--- src/hdl/ust_pkg.sv ---
// Package for the update sequence tracker: phase and event codes, field widths
// and the sequencer state type. No dependencies.
package ust_pkg;

	// Default width of the size and received counters
	localparam int COUNT_WIDTH_DEF = 32;

	// Request field widths
	localparam int OP_W  = 3;
	localparam int ARG_W = 32;
	localparam int S_TDATA_W = ((OP_W + ARG_W + 7) / 8) * 8;

	// Result field widths
	localparam int PHASE_W = 3;
	localparam int PROG_W  = 7;
	localparam int M_TDATA_W = ((PHASE_W + PROG_W + 7) / 8) * 8;

	// Progress is a percentage
	localparam int PERCENT = 100;

	typedef enum logic [PHASE_W-1:0] {
		PH_IDLE        = 3'd0,
		PH_CHECKING    = 3'd1,
		PH_DOWNLOADING = 3'd2,
		PH_VERIFYING   = 3'd3,
		PH_APPLYING    = 3'd4,
		PH_DONE        = 3'd5,
		PH_FAILED      = 3'd6
	} phase_t;

	typedef enum logic [OP_W-1:0] {
		EV_START      = 3'd0,
		EV_ACCEPT     = 3'd1,
		EV_REJECT     = 3'd2,
		EV_DATA       = 3'd3,
		EV_DOWNLOADED = 3'd4,
		EV_VERIFIED   = 3'd5,
		EV_APPLIED    = 3'd6,
		EV_FAIL       = 3'd7
	} op_t;

	typedef enum logic [1:0] {
		SQ_IDLE,
		SQ_SCALE,
		SQ_DIV,
		SQ_FINISH
	} seq_state_t;

endpackage

--- src/hdl/update_sequence_tracker.sv ---
// Top level of the update sequence tracker: phase state machine and an
// iterative restoring divider for the progress percentage. Uses ust_pkg.
//
// Usage
// The slave channel (s_tvalid, s_tready, s_tdata) takes one event request at a
// time; the master channel (m_tvalid, m_tready, m_tdata) returns one result per
// event, giving the phase after the event and the progress percentage.
// The phase, total size and received count are updated in the cycle in which
// the request is accepted. The progress value is then worked out as
// received*100/total by a shared restoring divider that produces one quotient
// bit a cycle, followed by a clamp to 100.
// From acceptance the request passes through a scaling step that multiplies the
// count by 100, the divide steps, one per bit of the COUNT_WIDTH+7-bit dividend,
// and a finish step that clamps the quotient and loads the output register.
// s_tready is high only while the sequencer is idle, so one event is in work at
// a time and a new request is taken only once the previous result has been
// loaded into the output register.
// If the receiver stalls, the finished result waits in the sequencer until the
// output register is free; the output register holds its contents stable until
// m_tready is seen.
// Reset returns the phase to idle, clears both counters and empties the output
// register.
module update_sequence_tracker #(
	parameter int COUNT_WIDTH = ust_pkg::COUNT_WIDTH_DEF
) (
	input  logic                          clk,
	input  logic                          arst_n,
	input  logic                          s_tvalid,
	output logic                          s_tready,
	// s_tdata, from bit 0: op[2:0], arg[34:3], zero padding
	input  logic [ust_pkg::S_TDATA_W-1:0] s_tdata,
	output logic                          m_tvalid,
	input  logic                          m_tready,
	// m_tdata, from bit 0: phase[2:0], progress[9:3], zero padding
	output logic [ust_pkg::M_TDATA_W-1:0] m_tdata
);

	// Dividend width: count scaled by 100 needs seven more bits.
	localparam int DW    = COUNT_WIDTH + ust_pkg::PROG_W;
	localparam int CNT_W = $clog2(DW + 1);
	localparam logic [CNT_W-1:0] STEPS = CNT_W'(DW);
	localparam logic [ust_pkg::PROG_W-1:0] PCT_P = ust_pkg::PROG_W'(ust_pkg::PERCENT);
	localparam int PAD_W = ust_pkg::M_TDATA_W - ust_pkg::PHASE_W - ust_pkg::PROG_W;

	ust_pkg::seq_state_t state_q, state_nxt;

	ust_pkg::phase_t         phase_q, phase_nxt;
	logic [COUNT_WIDTH-1:0]  total_q, total_nxt;
	logic [COUNT_WIDTH-1:0]  recv_q, recv_nxt;

	// Divider: dvd_q shifts the dividend out and the quotient in.
	logic [DW-1:0]          dvd_q;
	logic [COUNT_WIDTH-1:0] rem_q;
	logic [CNT_W-1:0]       cnt_q;
	logic [COUNT_WIDTH:0]   trial;
	logic                   fits;
	logic [COUNT_WIDTH:0]   diff;

	logic [ust_pkg::PROG_W-1:0] progress;

	logic                         out_valid_q;
	logic [ust_pkg::M_TDATA_W-1:0] out_data_q;

	ust_pkg::op_t           op;
	logic [COUNT_WIDTH-1:0] arg;
	logic                   in_acc;
	logic                   out_load;

	assign op     = ust_pkg::op_t'(s_tdata[ust_pkg::OP_W-1:0]);
	assign arg    = s_tdata[ust_pkg::OP_W +: COUNT_WIDTH];
	assign in_acc = s_tvalid && s_tready;

	// Event handling: terminal phases absorb everything, fail aborts any
	// active phase, other events only act in the phase they belong to.
	always_comb begin
		phase_nxt = phase_q;
		total_nxt = total_q;
		recv_nxt  = recv_q;
		if (phase_q != ust_pkg::PH_DONE && phase_q != ust_pkg::PH_FAILED) begin
			if (op == ust_pkg::EV_FAIL) begin
				phase_nxt = ust_pkg::PH_FAILED;
			end else begin
				unique case (phase_q)
					ust_pkg::PH_IDLE: begin
						if (op == ust_pkg::EV_START) begin
							total_nxt = arg;
							recv_nxt  = '0;
							phase_nxt = ust_pkg::PH_CHECKING;
						end
					end
					ust_pkg::PH_CHECKING: begin
						if (op == ust_pkg::EV_ACCEPT)
							phase_nxt = ust_pkg::PH_DOWNLOADING;
						else if (op == ust_pkg::EV_REJECT)
							phase_nxt = ust_pkg::PH_IDLE;
					end
					ust_pkg::PH_DOWNLOADING: begin
						if (op == ust_pkg::EV_DATA)
							recv_nxt = recv_q + arg;
						else if (op == ust_pkg::EV_DOWNLOADED)
							phase_nxt = ust_pkg::PH_VERIFYING;
					end
					ust_pkg::PH_VERIFYING: begin
						if (op == ust_pkg::EV_VERIFIED)
							phase_nxt = ust_pkg::PH_APPLYING;
					end
					ust_pkg::PH_APPLYING: begin
						if (op == ust_pkg::EV_APPLIED)
							phase_nxt = ust_pkg::PH_DONE;
					end
					default: begin
					end
				endcase
			end
		end
	end

	always_ff @(posedge clk or negedge arst_n) begin
		if (!arst_n) begin
			phase_q <= ust_pkg::PH_IDLE;
			total_q <= '0;
			recv_q  <= '0;
		end else if (in_acc) begin
			phase_q <= phase_nxt;
			total_q <= total_nxt;
			recv_q  <= recv_nxt;
		end
	end

	// One restoring step: bring down the next dividend bit and try the
	// subtraction.
	assign trial = {rem_q, dvd_q[DW-1]};
	assign diff  = trial - {1'b0, total_q};
	assign fits  = trial >= {1'b0, total_q};

	// Clamp the quotient to 100; an empty total gives zero.
	always_comb begin
		if (total_q == '0)
			progress = '0;
		else if ((|dvd_q[DW-1:ust_pkg::PROG_W]) || (dvd_q[ust_pkg::PROG_W-1:0] > PCT_P))
			progress = PCT_P;
		else
			progress = dvd_q[ust_pkg::PROG_W-1:0];
	end

	assign out_load = (state_q == ust_pkg::SQ_FINISH) && (!out_valid_q || m_tready);

	always_ff @(posedge clk or negedge arst_n) begin
		if (!arst_n)
			state_q <= ust_pkg::SQ_IDLE;
		else
			state_q <= state_nxt;
	end

	always_comb begin
		state_nxt = state_q;
		s_tready  = 1'b0;
		unique case (state_q)
			ust_pkg::SQ_IDLE: begin
				s_tready = 1'b1;
				if (s_tvalid)
					state_nxt = ust_pkg::SQ_SCALE;
			end
			ust_pkg::SQ_SCALE: begin
				state_nxt = ust_pkg::SQ_DIV;
			end
			ust_pkg::SQ_DIV: begin
				if (cnt_q == CNT_W'(1))
					state_nxt = ust_pkg::SQ_FINISH;
			end
			ust_pkg::SQ_FINISH: begin
				if (!out_valid_q || m_tready)
					state_nxt = ust_pkg::SQ_IDLE;
			end
			default: begin
				state_nxt = ust_pkg::SQ_IDLE;
			end
		endcase
	end

	// Divider datapath: scaling loads the dividend (count times 64 + 32 + 4),
	// each divide cycle yields one quotient bit.
	always_ff @(posedge clk) begin
		if (state_q == ust_pkg::SQ_SCALE) begin
			dvd_q <= (DW'(recv_q) << 6) + (DW'(recv_q) << 5) + (DW'(recv_q) << 2);
			rem_q <= '0;
			cnt_q <= STEPS;
		end else if (state_q == ust_pkg::SQ_DIV) begin
			dvd_q <= {dvd_q[DW-2:0], fits};
			rem_q <= fits ? diff[COUNT_WIDTH-1:0] : trial[COUNT_WIDTH-1:0];
			cnt_q <= cnt_q - CNT_W'(1);
		end
	end

	// Output register
	always_ff @(posedge clk or negedge arst_n) begin
		if (!arst_n)
			out_valid_q <= 1'b0;
		else if (out_load)
			out_valid_q <= 1'b1;
		else if (m_tready)
			out_valid_q <= 1'b0;
	end

	always_ff @(posedge clk) begin
		if (out_load)
			out_data_q <= {{PAD_W{1'b0}}, progress, phase_q};
	end

	assign m_tvalid = out_valid_q;
	assign m_tdata  = out_data_q;

endmodule

--- config.mk ---
export PLATFORM = sky130hd
export DESIGN_NAME = update_sequence_tracker
export DESIGN_NICKNAME = d
export VERILOG_FILES = /design/src/hdl/ust_pkg.sv /design/src/hdl/update_sequence_tracker.sv
export SDC_FILE = /design/constraint.sdc
export NUM_CORES = 1
export LEC_CHECK = 0
export BUFFER_PORTS_ARGS = -buffer_cell sky130_fd_sc_hd__buf_4
export CORE_MARGIN = 1
export CORE_UTILIZATION = 35
export DETAILED_ROUTE_END_ITERATION = 12
export SYNTH_ARGS = -nofsm -noshare
export SYNTH_HDL_FRONTEND = slang
export SYNTH_SLANG_ARGS = --single-unit
--- constraint.sdc ---
create_clock -name clk -period 5.8 [get_ports clk]
set_input_delay 0.58 -clock clk [delete_from_list [all_inputs] [get_ports clk]]
set_output_delay 0.58 -clock clk [all_outputs]
set_load 0.01 [all_outputs]
==> impl_metrics.ini <==
[status]
status = completed

[global_route]
track_usage = 0.177
grt_pass1_wl_mm = 50.5
grt.overflow.total = 0
antenna_found_initial = 0
grt_pass1_vias = 9565
grt_max_degree = 71

[placement]
place_ws_ns = 1.70
dpl.hpwl_mm = 23.4
io_buffers = 50
place_congestion = 0.901

[sta]
setup_viol = 0
rsz0062_at_grt = no
fin_crit_sh = 0.712
min_period_ns = 4.13
max_freq_mhz = 242
tightest_slew_ns = 1.17
finalHoldViolations = 0
setup_tns_ns = 0
max-slew-margin-rel = 0.215
slew_viol_final = 0
clock_skew_ns = 0.0130
layout_setup_ws_ns = 1.67

[logic_synthesis]
synth_area_leader_cell = dfrtp_1
synth_edf_count = 49
syn_area_per_cell_um2 = 9.32
synthArstFlopShare = 0.446
synth_cells = 1314
synth_top_area_share = 0.143
ys_ff_latch = 157
synth_flop_cell = dfrtp_1
yosysSeqAreaShare = 0.325
syn_area_um2 = 12200
synth_top_cells_by_area = dfrtp_1 14%, edfxtp_1 12%, ha_1 11%
synth_warnings = 0
ys_types = 76

[route]
drt_first_pass_iters = 5
drt-initial-drc-count = 801
routed-via-count = 9846
routed_via_density = 5.44
antenna_left = 0
drt-total-wl_mm = 30.7
post-route-drc-count = 0
wl_per_cell_um = 17.0

[power]
switchingPower_w = 0.00348
ir_drop_mv = 0.275
p_leak_nw = 6.15
p_int_w = 0.00418
pwr-share-seq = 0.278
cellPowerDensity_nw_per_um2 = 563
switching_share = 0.455
clock_power_share = 0.145
p_comb_frac = 0.577

[setup_path]
worstPathMaxFanout = 5
critPathLaunch = recv_q[1]$_DFFE_PN0P_
reg2reg_from = recv_q[1]$_DFFE_PN0P_
critPathMaxStageDelay_ns = 0.52
end_kind = register
cp.required_ns = 5.99
cp_slowest_cell = fa_1
worst_ep_arrival_time_ns = 4.32
path_cells = inv_1, fa_1, inv_1, ha_1, fa_1, a21o_1, a21oi_1, o21ai_1, nand4_1, nand4_1, a32oi_1, a21boi_1, or3_1, a31o_1
start_kind = register
crit_type = register to register

[clock_tree]
cts_made_buffers = 17
post-cts-setup-buffers = 0
cts_tree = done
clkLatencyLatePin_ns = 0.43
clock_sinks = 157
root_buffer = clkbuf_16
htreeDepth = 4
ctsHoldBuffers = 0
post_cts_resized = 0
path_clk_slew_ns = 0.07
clk_path_buf_depth = 2

[floorplanning]
die_w_um = 189
start_util = 0.355
die_area_um2 = 35700
core_region_area_um2 = 34500
die_h_um = 189
rows = 68
io_pins = 62

[layout]
final_common_cell = nand2_1
fin_nets = 1523
final.fill_count = 3439
layout-drive-gt1-share = 0.123
num_antenna_cells = 0
area_growth_pct = 11.1
mostFrequentLayoutCells = 113 x nand2_1, 103 x ha_1, 89 x a21oi_1

[worst_hold_path]
hold_class = input port to async pin

[job]
drv_cap = 0
[power groups by stage]
stage          logic (W)  registers [W]  clock network [W]
2_1_floorplan    0.00355        0.00197                  0
3_3_place_gp     0.00431        0.00213                  0
3_5_place_dp     0.00438        0.00214                  0
4_1_cts          0.00443        0.00212            0.00114
5_1_grt          0.00498        0.00219            0.00119
6_report         0.00442        0.00212            0.00111
[area by class of cell]
type                            instances  area [um2]  area share
Clock inverter                         14         116     0.00855
Inverter                               81         304      0.0223
Timing Repair Buffer                   56         420      0.0309
Clock buffer                           18         450      0.0331
Multi-Input combinational cell       1030        7760       0.570
Tap cell                              455         569      0.0418
Sequential cell                       157        3980       0.293
[registers in the layout (all words and copies together), names as in the netlist]
name	cells
m_tdata	10
phase_q	3
recv_q	32
m_tvalid	1
cnt_q	6
rem_q	32
dvd_q	39
state_q	2
total_q	32
[layer usage]
layer,up-vias,GRT usage,routed length [um],share of wire
met5,-,0,0,0
met4,0,0.0468,403,0.013
met3,28,0.0230,1240,0.040
met2,197,0.272,13300,0.43
met1,4750,0.260,15800,0.51
li1,4871,-,-,-
[critical path, delay by kind of cell, from the launching register on]
kind                     cells  cell delay, ns
AND/OR/NAND/NOR              3            0.74
AO/OA/AOI/OAI                6            1.35
adder cells (fa/ha/maj)      3            1.17
flip-flops                   1            0.47
buffers and inverters        2            0.16
[cells by family after synthesis]
| logic type | count (synthesis) | synth area share |
|---|---|---|
| and+or+nand+nor | 355 | 0.141 |
| muxes | 77 | 0.0693 |
| AOI/OAI and AO/OA | 379 | 0.208 |
| other | 1 | 0.000306 |
| xor gates and xnor gates | 77 | 0.0551 |
| buffers and inverters | 132 | 0.0434 |
| adders and majority gates | 136 | 0.158 |
| DFF | 157 | 0.325 |
[final timing paths]
path                                          end  slack, ns  depth (start not counted)
max                           dvd_q[36]$_DFFE_PP_       1.67                         14
min                        phase_q[0]$_DFFE_PN0P_       0.26                          1
max reg2reg                   dvd_q[36]$_DFFE_PP_       1.67                         14
min reg2reg                rem_q[26]$_SDFFE_PP0P_       0.50                          2
max in group asynchronous   recv_q[5]$_DFFE_PN0P_       4.89                          1
min in group clk           total_q[7]$_DFFE_PN0P_       0.39                          2
[per-stage QoR]
step           cells   util  area (um2)  hold slack, ns  total power, W
2_1_floorplan   1319      -       12300           0.284         0.00552
3_3_place_gp    1779  0.378       13000           0.485         0.00644
3_5_place_dp    1779  0.378       13000           0.493         0.00652
4_1_cts         1811  0.395       13600           0.300         0.00769
5_1_grt         1811  0.395       13600           0.351         0.00836
6_report        1811  0.395       13600           0.263         0.00766
[cell usage after synthesis, drive strengths merged, types with 19 or more instances]
| cell type | count |
|---|---|
| nand2 | 113 |
| ha | 105 |
| a21oi | 90 |
| nor2 | 86 |
| inv | 81 |
| o21ai | 75 |
| dfrtp | 70 |
| mux2 | 62 |
| a21o | 57 |
| xnor2 | 55 |
| edfxtp | 49 |
| clkbuf | 41 |
| dfxtp | 38 |
| fa | 31 |
| xor2 | 22 |
| nand3 | 21 |
| nand4 | 21 |
| a31oi | 20 |
| o21bai | 20 |
| nor4 | 19 |
Power figures use the tool's default switching activity.
